<file path="src/hw/rtl/ecd_pkg.sv">
// shared constants, types and month tables for the epoch seconds to civil date unit
`default_nettype none

package ecd_pkg;

    localparam int unsigned SECS_W = 32;

    // seconds per day is 128 * 675: low 7 bits pass through, the rest is divided by 675
    localparam logic [9:0]  DAY_DIV_HI      = 10'd675;
    localparam logic [31:0] DAY_RECIP       = 32'd3257812230;
    localparam int unsigned DAY_SHIFT       = 41;
    localparam logic [18:0] MIN_RECIP       = 19'd279620;
    localparam logic [10:0] HOUR_RECIP      = 11'd1092;
    localparam logic [15:0] PERIOD_RECIP    = 16'd45933;

    localparam logic [10:0] PERIOD_DAYS     = 11'd1461;
    localparam logic [8:0]  YEAR_DAYS       = 9'd365;
    localparam logic [15:0] FIRST_SPAN_DAYS = 16'd790;
    localparam logic [15:0] DAY_2100_MAR_01 = 16'd47541;
    localparam logic [11:0] EPOCH_YEAR      = 12'd1970;
    localparam logic [11:0] MARCH_BASE_YEAR = 12'd1972;
    localparam logic [8:0]  JAN_FIRST_DOY   = 9'd306;
    localparam logic [31:0] SECS_PER_DAY    = 32'd86400;

    typedef enum logic [1:0] {
        CAL_JAN      = 2'd0,
        CAL_JAN_LEAP = 2'd1,
        CAL_MAR      = 2'd2
    } t_cal_mode;

    typedef struct packed {
        logic              vld;
        logic [SECS_W-1:0] secs;
    } t_beat;

    // first day of year index of each month, January based or March based
    function automatic logic [8:0] month_start(t_cal_mode mode, logic [3:0] idx);
        logic [8:0] s;
        s = 9'd0;
        case (mode)
            CAL_MAR: begin
                case (idx)
                    4'd0:    s = 9'd0;
                    4'd1:    s = 9'd31;
                    4'd2:    s = 9'd61;
                    4'd3:    s = 9'd92;
                    4'd4:    s = 9'd122;
                    4'd5:    s = 9'd153;
                    4'd6:    s = 9'd184;
                    4'd7:    s = 9'd214;
                    4'd8:    s = 9'd245;
                    4'd9:    s = 9'd275;
                    4'd10:   s = 9'd306;
                    default: s = 9'd337;
                endcase
            end
            default: begin
                case (idx)
                    4'd0:    s = 9'd0;
                    4'd1:    s = 9'd31;
                    4'd2:    s = 9'd59;
                    4'd3:    s = 9'd90;
                    4'd4:    s = 9'd120;
                    4'd5:    s = 9'd151;
                    4'd6:    s = 9'd181;
                    4'd7:    s = 9'd212;
                    4'd8:    s = 9'd243;
                    4'd9:    s = 9'd273;
                    4'd10:   s = 9'd304;
                    default: s = 9'd334;
                endcase
                if (mode == CAL_JAN_LEAP && idx >= 4'd2) begin
                    s = s + 9'd1;
                end
            end
        endcase
        return s;
    endfunction

endpackage

`default_nettype wire

</file>
<file path="src/hw/rtl/ecd_skid.sv">
// input skid buffer and first pipeline register of the conversion unit
`default_nettype none

module ecd_skid (
    input  wire logic                        i_clk,
    input  wire logic                        i_rst_n,
    input  wire logic                        i_valid,
    input  wire logic [ecd_pkg::SECS_W-1:0]  i_secs,
    input  wire logic                        i_adv,
    output logic                             o_stall,
    output ecd_pkg::t_beat                   o_beat
);

    logic                       r_skid_v;
    logic [ecd_pkg::SECS_W-1:0] r_skid_secs;
    ecd_pkg::t_beat             r_beat;

    always_ff @(posedge i_clk) begin
        if (!i_rst_n) begin
            r_skid_v   <= 1'b0;
            r_beat.vld <= 1'b0;
        end else if (i_adv) begin
            // skid entry goes first, no input transfer while it is held
            r_beat.vld  <= r_skid_v | i_valid;
            r_beat.secs <= r_skid_v ? r_skid_secs : i_secs;
            r_skid_v    <= 1'b0;
        end else if (i_valid && !r_skid_v) begin
            r_skid_v    <= 1'b1;
            r_skid_secs <= i_secs;
        end
    end

    assign o_stall = r_skid_v;
    assign o_beat  = r_beat;

endmodule

`default_nettype wire

</file>
<file path="src/hw/rtl/epoch_seconds_to_civil_date_unit.sv">
// an input transfer reaches o_valid through the skid output register and then r_s1 to r_s9
// throughput: one conversion per cycle while the output is not stalled, set by the ten-register pipeline with no loops
// a stall on the output freezes the whole pipeline, a skid entry absorbs one input transfer
// reset: synchronous active-low i_rst_n clears all valid bits and the skid entry
// the unit keeps no state between items
`default_nettype none

module epoch_seconds_to_civil_date_unit (
    input  wire logic                        i_clk,
    input  wire logic                        i_rst_n,
    input  wire logic                        i_valid,
    output logic                             o_stall,
    input  wire logic [ecd_pkg::SECS_W-1:0]  i_epoch_seconds,
    output logic                             o_valid,
    input  wire logic                        i_stall,
    output logic [5:0]                       o_second_of_minute,
    output logic [5:0]                       o_minute_of_hour,
    output logic [4:0]                       o_hour_of_day,
    output logic [4:0]                       o_day_of_month,
    output logic [3:0]                       o_month_number,
    output logic [11:0]                      o_year_number,
    output logic                             o_is_epoch_day
);

    typedef struct packed {
        logic        vld;
        logic [56:0] prod;
        logic [24:0] x;
        logic [6:0]  lo;
        logic        epoch;
    } t_s1;

    typedef struct packed {
        logic        vld;
        logic [15:0] q0;
        logic [10:0] rx;
        logic [6:0]  lo;
        logic        epoch;
    } t_s2;

    typedef struct packed {
        logic        vld;
        logic [15:0] days;
        logic [16:0] rem;
        logic        epoch;
    } t_s3;

    typedef struct packed {
        logic        vld;
        logic [35:0] sprod;
        logic [16:0] rem;
        logic        early;
        logic [1:0]  ey;
        logic [8:0]  edoy;
        logic [15:0] d;
        logic        epoch;
    } t_s4;

    typedef struct packed {
        logic        vld;
        logic [10:0] mins0;
        logic [6:0]  sraw;
        logic [31:0] pprod;
        logic [15:0] d;
        logic        early;
        logic [1:0]  ey;
        logic [8:0]  edoy;
        logic        epoch;
    } t_s5;

    typedef struct packed {
        logic        vld;
        logic [5:0]  sec;
        logic [10:0] mins;
        logic [21:0] hprod;
        logic [5:0]  p0;
        logic [11:0] rp;
        logic        early;
        logic [1:0]  ey;
        logic [8:0]  edoy;
        logic        epoch;
    } t_s6;

    typedef struct packed {
        logic        vld;
        logic [5:0]  sec;
        logic [4:0]  h0;
        logic [6:0]  mraw;
        logic [5:0]  period;
        logic [10:0] r;
        logic        early;
        logic [1:0]  ey;
        logic [8:0]  edoy;
        logic        epoch;
    } t_s7;

    typedef struct packed {
        logic               vld;
        logic [5:0]         sec;
        logic [5:0]         minute;
        logic [4:0]         hour;
        ecd_pkg::t_cal_mode mode;
        logic [8:0]         doy;
        logic [11:0]        ybase;
        logic               epoch;
    } t_s8;

    typedef struct packed {
        logic        vld;
        logic [5:0]  sec;
        logic [5:0]  minute;
        logic [4:0]  hour;
        logic [4:0]  mday;
        logic [3:0]  month;
        logic [11:0] year;
        logic        epoch;
    } t_s9;

    logic           en;
    ecd_pkg::t_beat in_beat;

    t_s1 r_s1, n_s1;
    t_s2 r_s2, n_s2;
    t_s3 r_s3, n_s3;
    t_s4 r_s4, n_s4;
    t_s5 r_s5, n_s5;
    t_s6 r_s6, n_s6;
    t_s7 r_s7, n_s7;
    t_s8 r_s8, n_s8;
    t_s9 r_s9, n_s9;

    assign en = !(r_s9.vld && i_stall);

    ecd_skid u_skid (
        .i_clk   (i_clk),
        .i_rst_n (i_rst_n),
        .i_valid (i_valid),
        .i_secs  (i_epoch_seconds),
        .i_adv   (en),
        .o_stall (o_stall),
        .o_beat  (in_beat)
    );

    // day count: reciprocal product
    always_comb begin
        n_s1.vld   = in_beat.vld;
        n_s1.x     = in_beat.secs[31:7];
        n_s1.lo    = in_beat.secs[6:0];
        n_s1.prod  = {32'd0, in_beat.secs[31:7]} * {25'd0, ecd_pkg::DAY_RECIP};
        n_s1.epoch = in_beat.secs < ecd_pkg::SECS_PER_DAY;
    end

    // quotient estimate and raw remainder
    always_comb begin
        logic [25:0] qm;
        qm         = {10'd0, r_s1.prod[56:41]} * {16'd0, ecd_pkg::DAY_DIV_HI};
        n_s2.vld   = r_s1.vld;
        n_s2.q0    = r_s1.prod[56:41];
        n_s2.rx    = 11'({1'b0, r_s1.x} - qm);
        n_s2.lo    = r_s1.lo;
        n_s2.epoch = r_s1.epoch;
    end

    // quotient correction, seconds within the day
    always_comb begin
        logic       c;
        logic [10:0] rxc;
        c          = r_s2.rx >= {1'b0, ecd_pkg::DAY_DIV_HI};
        rxc        = c ? (r_s2.rx - {1'b0, ecd_pkg::DAY_DIV_HI}) : r_s2.rx;
        n_s3.vld   = r_s2.vld;
        n_s3.days  = r_s2.q0 + {15'd0, c};
        n_s3.rem   = {rxc[9:0], r_s2.lo};
        n_s3.epoch = r_s2.epoch;
    end

    // minute product, first span split and period day offset
    always_comb begin
        logic [15:0] ysub;
        logic        adj;
        n_s4.vld   = r_s3.vld;
        n_s4.sprod = {19'd0, r_s3.rem} * {17'd0, ecd_pkg::MIN_RECIP};
        n_s4.rem   = r_s3.rem;
        n_s4.early = r_s3.days < ecd_pkg::FIRST_SPAN_DAYS;
        if (r_s3.days >= 16'd730) begin
            n_s4.ey = 2'd2;
            ysub    = 16'd730;
        end else if (r_s3.days >= {7'd0, ecd_pkg::YEAR_DAYS}) begin
            n_s4.ey = 2'd1;
            ysub    = {7'd0, ecd_pkg::YEAR_DAYS};
        end else begin
            n_s4.ey = 2'd0;
            ysub    = 16'd0;
        end
        n_s4.edoy  = 9'(r_s3.days - ysub);
        // 2100 has no leap day: skip it from 1 March 2100 on
        adj        = r_s3.days >= ecd_pkg::DAY_2100_MAR_01;
        n_s4.d     = r_s3.days + {15'd0, adj} - ecd_pkg::FIRST_SPAN_DAYS;
        n_s4.epoch = r_s3.epoch;
    end

    // minute estimate, raw second, period product
    always_comb begin
        logic [16:0] mm;
        mm         = {6'd0, r_s4.sprod[34:24]} * 17'd60;
        n_s5.vld   = r_s4.vld;
        n_s5.mins0 = r_s4.sprod[34:24];
        n_s5.sraw  = 7'(r_s4.rem - mm);
        n_s5.pprod = {16'd0, r_s4.d} * {16'd0, ecd_pkg::PERIOD_RECIP};
        n_s5.d     = r_s4.d;
        n_s5.early = r_s4.early;
        n_s5.ey    = r_s4.ey;
        n_s5.edoy  = r_s4.edoy;
        n_s5.epoch = r_s4.epoch;
    end

    // second correction, hour product, period estimate
    always_comb begin
        logic        sc;
        logic [15:0] pm;
        sc         = r_s5.sraw >= 7'd60;
        pm         = {10'd0, r_s5.pprod[31:26]} * {5'd0, ecd_pkg::PERIOD_DAYS};
        n_s6.vld   = r_s5.vld;
        n_s6.sec   = sc ? 6'(r_s5.sraw - 7'd60) : r_s5.sraw[5:0];
        n_s6.mins  = r_s5.mins0 + {10'd0, sc};
        n_s6.hprod = {11'd0, n_s6.mins} * {11'd0, ecd_pkg::HOUR_RECIP};
        n_s6.p0    = r_s5.pprod[31:26];
        n_s6.rp    = 12'(r_s5.d - pm);
        n_s6.early = r_s5.early;
        n_s6.ey    = r_s5.ey;
        n_s6.edoy  = r_s5.edoy;
        n_s6.epoch = r_s5.epoch;
    end

    // hour estimate, raw minute, period correction
    always_comb begin
        logic        pc;
        logic [10:0] hm;
        hm          = {6'd0, r_s6.hprod[20:16]} * 11'd60;
        pc          = r_s6.rp >= {1'b0, ecd_pkg::PERIOD_DAYS};
        n_s7.vld    = r_s6.vld;
        n_s7.sec    = r_s6.sec;
        n_s7.h0     = r_s6.hprod[20:16];
        n_s7.mraw   = 7'(r_s6.mins - hm);
        n_s7.period = r_s6.p0 + {5'd0, pc};
        n_s7.r      = pc ? 11'(r_s6.rp - {1'b0, ecd_pkg::PERIOD_DAYS}) : r_s6.rp[10:0];
        n_s7.early  = r_s6.early;
        n_s7.ey     = r_s6.ey;
        n_s7.edoy   = r_s6.edoy;
        n_s7.epoch  = r_s6.epoch;
    end

    // hour correction, year within the period (leap day stays in the last year)
    always_comb begin
        logic        hc;
        logic [1:0]  y;
        logic [10:0] ysub;
        hc = r_s7.mraw >= 7'd60;
        if (r_s7.r >= 11'd1095) begin
            y    = 2'd3;
            ysub = 11'd1095;
        end else if (r_s7.r >= 11'd730) begin
            y    = 2'd2;
            ysub = 11'd730;
        end else if (r_s7.r >= {2'd0, ecd_pkg::YEAR_DAYS}) begin
            y    = 2'd1;
            ysub = {2'd0, ecd_pkg::YEAR_DAYS};
        end else begin
            y    = 2'd0;
            ysub = 11'd0;
        end
        n_s8.vld    = r_s7.vld;
        n_s8.sec    = r_s7.sec;
        n_s8.hour   = r_s7.h0 + {4'd0, hc};
        n_s8.minute = hc ? 6'(r_s7.mraw - 7'd60) : r_s7.mraw[5:0];
        if (r_s7.early) begin
            n_s8.mode  = (r_s7.ey == 2'd2) ? ecd_pkg::CAL_JAN_LEAP : ecd_pkg::CAL_JAN;
            n_s8.doy   = r_s7.edoy;
            n_s8.ybase = ecd_pkg::EPOCH_YEAR + {10'd0, r_s7.ey};
        end else begin
            n_s8.mode  = ecd_pkg::CAL_MAR;
            n_s8.doy   = 9'(r_s7.r - ysub);
            n_s8.ybase = ecd_pkg::MARCH_BASE_YEAR + {4'd0, r_s7.period, 2'b00}
                         + {10'd0, y};
        end
        n_s8.epoch  = r_s7.epoch;
    end

    // month lookup, day of month, 1 January goes to the new year
    always_comb begin
        logic [3:0] idx;
        logic [8:0] md;
        logic       newyr;
        idx = 4'd0;
        for (int k = 1; k < 12; k++) begin
            if (r_s8.doy >= ecd_pkg::month_start(r_s8.mode, 4'(k))) begin
                idx = 4'(k);
            end
        end
        md    = r_s8.doy - ecd_pkg::month_start(r_s8.mode, idx) + 9'd1;
        newyr = (r_s8.mode == ecd_pkg::CAL_MAR) && (r_s8.doy >= ecd_pkg::JAN_FIRST_DOY);
        n_s9.vld    = r_s8.vld;
        n_s9.sec    = r_s8.sec;
        n_s9.minute = r_s8.minute;
        n_s9.hour   = r_s8.hour;
        n_s9.mday   = md[4:0];
        if (r_s8.mode == ecd_pkg::CAL_MAR) begin
            n_s9.month = (idx < 4'd10) ? (idx + 4'd3) : (idx - 4'd9);
        end else begin
            n_s9.month = idx + 4'd1;
        end
        n_s9.year   = r_s8.ybase + {11'd0, newyr};
        n_s9.epoch  = r_s8.epoch;
    end

    always_ff @(posedge i_clk) begin
        if (!i_rst_n) begin
            r_s1.vld <= 1'b0;
            r_s2.vld <= 1'b0;
            r_s3.vld <= 1'b0;
            r_s4.vld <= 1'b0;
            r_s5.vld <= 1'b0;
            r_s6.vld <= 1'b0;
            r_s7.vld <= 1'b0;
            r_s8.vld <= 1'b0;
            r_s9.vld <= 1'b0;
        end else if (en) begin
            r_s1 <= n_s1;
            r_s2 <= n_s2;
            r_s3 <= n_s3;
            r_s4 <= n_s4;
            r_s5 <= n_s5;
            r_s6 <= n_s6;
            r_s7 <= n_s7;
            r_s8 <= n_s8;
            r_s9 <= n_s9;
        end
    end

    assign o_valid            = r_s9.vld;
    assign o_second_of_minute = r_s9.sec;
    assign o_minute_of_hour   = r_s9.minute;
    assign o_hour_of_day      = r_s9.hour;
    assign o_day_of_month     = r_s9.mday;
    assign o_month_number     = r_s9.month;
    assign o_year_number      = r_s9.year;
    assign o_is_epoch_day     = r_s9.epoch;

    a_skid_fill: assert property (@(posedge i_clk) disable iff (!i_rst_n)
        $rose(o_stall) |-> $past(o_valid && i_stall))
        else $error("skid entry taken while the pipeline was moving");

    a_time_range: assert property (@(posedge i_clk) disable iff (!i_rst_n)
        o_valid |-> (o_hour_of_day < 5'd24) && (o_minute_of_hour < 6'd60)
                    && (o_second_of_minute < 6'd60))
        else $error("time of day out of range");

    a_date_range: assert property (@(posedge i_clk) disable iff (!i_rst_n)
        o_valid |-> (o_month_number >= 4'd1) && (o_month_number <= 4'd12)
                    && (o_day_of_month >= 5'd1) && (o_year_number >= 12'd1970)
                    && (o_year_number <= 12'd2106))
        else $error("date out of range");

    a_epoch_day: assert property (@(posedge i_clk) disable iff (!i_rst_n)
        (o_valid && o_is_epoch_day) |-> (o_year_number == 12'd1970)
                    && (o_month_number == 4'd1) && (o_day_of_month == 5'd1))
        else $error("epoch flag on a date other than 1 January 1970");

endmodule

`default_nettype wire
</file>
<file path="config.mk">
export PLATFORM = sky130hd
export DESIGN_NAME = epoch_seconds_to_civil_date_unit
export DESIGN_NICKNAME = d
export VERILOG_FILES = /design/src/hw/rtl/ecd_pkg.sv /design/src/hw/rtl/ecd_skid.sv /design/src/hw/rtl/epoch_seconds_to_civil_date_unit.sv
export SDC_FILE = /design/constraint.sdc
export NUM_CORES = 2
export LEC_CHECK = 0
export BUFFER_PORTS_ARGS = -buffer_cell sky130_fd_sc_hd__buf_2
export CORE_UTILIZATION = 66
export CTS_BUF_LIST = sky130_fd_sc_hd__clkbuf_4 sky130_fd_sc_hd__clkbuf_8
export DETAILED_ROUTE_END_ITERATION = 16
export GPL_TIMING_DRIVEN = 0
export HOLD_SLACK_MARGIN = 0.12
export PLACE_DENSITY = 0.83
export SLEW_MARGIN = 20
export SYNTH_ARGS = -nofsm -noshare
export SYNTH_HDL_FRONTEND = slang
export SYNTH_HIERARCHICAL = 1
export SYNTH_SLANG_ARGS = --single-unit
</file>
<file path="constraint.sdc">
create_clock -name i_clk -period 14.2 [get_ports i_clk]
set_clock_uncertainty 0.15 [all_clocks]
set_input_delay 1.42 -clock i_clk [delete_from_list [all_inputs] [get_ports i_clk]]
set_output_delay 1.42 -clock i_clk [all_outputs]
set_load 0.02 [all_outputs]
</file>
==> impl_metrics.toml <==
[final_layout]
syn2layout_area_growth_pct = 7.70
fin_nets = 4458
antenna_cells = 0
post_route_cells_drive_above_1_share_pct = 8.01
fin_cells = 4174

[grt]
antenna_found_initial = 0
grt-ovfl-total = 0
maximum_number_of_pins_on_one_net_before_global_route_repair = 63
grt_util_all_layers_pct = 27.7
grt_first_pass_wirelength_microns = 129000
grt_pass1_vias = 25600

[sta]
finalWorstPathRequiredPeriod_ps = 7780
setup_viol = 0
setup_tns_ps = 0
rsz0062_at_grt = "false"
relative_slew_slack_pct = 36.2
timing_worst_slew_pin_value_ps = 957
hold-worst-slack_ps = 267
slew_viol_final = 0
report.final.hold_viol_count = 0
fmaxAchievable_mhz = 129
fin_crit_sh_pct = 54.8

[synthesis]
primary_flip_flop_cell_chosen_by_synthesis_mapping = "edfxtp_1"
synthCells = 3198
synth_seq_area_share_pct = 34.8
synth_top_family_by_area = "adder cells"
post_synth_num_cell_types = 75
yosys.area_share.xor_xnor_pct = 4.28
async_reset_ff_share_pct = 0
synth.mux.area_fraction_pct = 1.40
synth-simple-area-share_pct = 5.01
synth_enable_flop_cells = 441
synth_compound_gate_area_share_pct = 6.35
post_synthesis_mean_instance_area_sq_um = 12.1
post_synth_fa_ha_maj_area_fraction_pct = 41.5
synthesis.area_sq_um = 38700
ys_seq_elements = 452
synth_fp_nets = 4303
ys_warns = 6

[cts]
post_cts.repair.setup_buffers = 0
clock_tree.htree_level_count = 3
cts_buffers = 71
clk_sink_count = 452
hold_buffers = 0
clk_root_buffer_cell = "clkbuf_8"
clock_latency_ps = 650
clk_pin_slew_worst_paths_ps = 60
clock_tree_from_tritoncts = "yes"
number_of_cells_upsized_or_downsized_after_cts = 0
cts_buffer_depth = 3

[worst_hold_path]
hp-class = "reg2reg"
hold_path_startpoint = "r_s4[30]"
timing.hold.worst_endpoint = "r_s5[62]"
hold-path-cell-count = 0

[floorplanning]
chipWidth_microns = 244
die_area_sq_um = 59600
floorplan.io_pins = 77
start_util_pct = 67.0
num_rows = 88
design.core.area_sq_um = 57800
fp.dieH_microns = 244

[detailed_routing]
antenna_left = 0
via_per_inst = 5.67
drt-initial-drc-count = 1204
dr.pass1.iters = 6
avgRoutedWirePerCell_microns = 18.8
detailroute.via_count = 23700
drcViolationCount = 0
wirelength_microns = 78400

[worst_setup_path]
timing.reg2reg.setup_slack_ps = 6420
worst-endpoint-required_ps = 14420
critical_path_peak_fanout = 8
r2r_cells = 23
worst-endpoint-arrival_ps = 8000
critical_path.reg2reg.startpoint = "u_skid/o_beat[26]"
worstReg2RegEnd = "n_s2[27]"
worstSetupPathType = "reg2reg"
worstSetupEndpointType = "register"
critPathLaunchType = "register"

[run_status]
run_status = "complete, no violations"

[place]
finalWeightedCongestion = 0.963
dpl.cell_count = 4045
dpl.hpwl_microns = 63600
port-buffer-count = 76

[run]
maxCapViolations = 0
==> layout by cell type, fill, tap and decap left out, drive strengths merged, types with 88 or more instances in the layout <==
cell type  count
a21oi        107
buf           88
clkbuf       111
edfxtp       441
fa           357
ha           712
inv          653
nand2        120
nor2         104
xnor2        127
==> worst max path at each step <==
stage / slack [ps] / start / endpoint / cells past startpoint
after detailed placement: 6550 / u_skid/o_beat[18] / n_s2[27] / 19
final: 6420 / u_skid/o_beat[26] / n_s2[27] / 23
after floorplan: 2750 / i_stall / n_s2[0] / 4
after global placement: -160 / i_stall / o_year_number[11] / 5
after CTS: 6490 / u_skid/o_beat[18] / n_s2[27] / 19
after global routing: 6130 / u_skid/o_beat[26] / n_s2[25] / 23
==> sequential cells by signal (all words and copies together), names as in the netlist, 6 cells and up <==
register	cells
n_s6	20
r_s8	23
r_s3	16
o_minute_of_hour	6
n_s8	8
r_s7	41
n_s2	25
o_year_number	12
r_s6	25
n_s4	19
n_s5	41
u_skid/o_beat	33
n_s7	25
o_second_of_minute	6
n_s3	9
u_skid/r_skid_secs	32
r_s4	7
r_s2	27
r_s5	30
n_s9	19
r_s1	11
==> area by class of cell <==
class | count | area [sq um]
Sequential cell | 452 | 13500
Timing Repair Buffer | 82 | 538
Multi-Input combinational cell | 2072 | 22700
Buffer | 19 | 130
Inverter | 655 | 2460
Fill cell | 3900 | 16100
Clock inverter | 31 | 277
Tap cell | 765 | 957
Clock buffer | 98 | 1200
==> worst max-delay path, cell delays in order, from the launching register on <==
cell	delay, ps
edfxtp_1	690
inv_1	210
ha_1	460
ha_1	180
inv_1	50
fa_1	500
inv_1	70
fa_1	530
inv_1	60
fa_1	560
inv_1	70
fa_1	560
inv_1	70
fa_1	530
inv_1	50
ha_1	320
nand4_1	290
o21bai_1	260
a221oi_1	580
o211ai_1	260
o31ai_2	550
o311ai_1	210
a21oi_1	230
xnor2_1	80
==> stage by stage <==
stage	area (sq um)	util, %	setup slack, ps
4_1_cts	41700	72.1	6490
3_5_place_dp	40200	69.6	6550
6_report	41700	72.1	6420
3_3_place_gp	40000	69.3	-164
5_1_grt	41700	72.1	6130
2_1_floorplan	38700	-	2750
==> layer usage <==
| metal | up-vias | part of all wire (%) | track usage [%] |
|---|---|---|---|
| li1 | 11200 | - | - |
| met1 | 11700 | 40 | 33.6 |
| met2 | 578 | 51 | 49.0 |
| met3 | 189 | 5.1 | 4.72 |
| met4 | 0 | 3.9 | 10.9 |
| met5 | - | 0 | 0 |
==> cells in the mapped netlist, types with 18 or more instances <==
cell type / n / area [sq um]
mux2_4: 28 / 420
nand2_1: 120 / 450
a21o_1: 31 / 233
nor2_1: 103 / 387
xor2_1: 62 / 543
nor3_1: 19 / 95.1
a21boi_0: 19 / 143
o21a_1: 20 / 150
nand4_1: 23 / 144
o21ai_0: 84 / 420
inv_1: 653 / 2450
xnor2_1: 127 / 1110
ha_1: 712 / 8910
edfxtp_1: 441 / 13200
a21oi_1: 103 / 515
a211oi_1: 18 / 135
fa_1: 357 / 7150
nand3_1: 42 / 210
==> cell families (layout without fill, tap and decap cells) <==
family,Yosys count,in the layout
adder cells (fa/ha/maj),1069,1069
buffers and inverters,674,885
flip-flops,452,452
AND/OR/NAND/NOR,403,403
AO/OA/AOI/OAI,372,372
XOR/XNOR,189,189
multiplexers,39,39
Power is left out: the tool's default activity adds up to more than one toggle a clock period on the data nets, which glitch-free logic cannot reach.
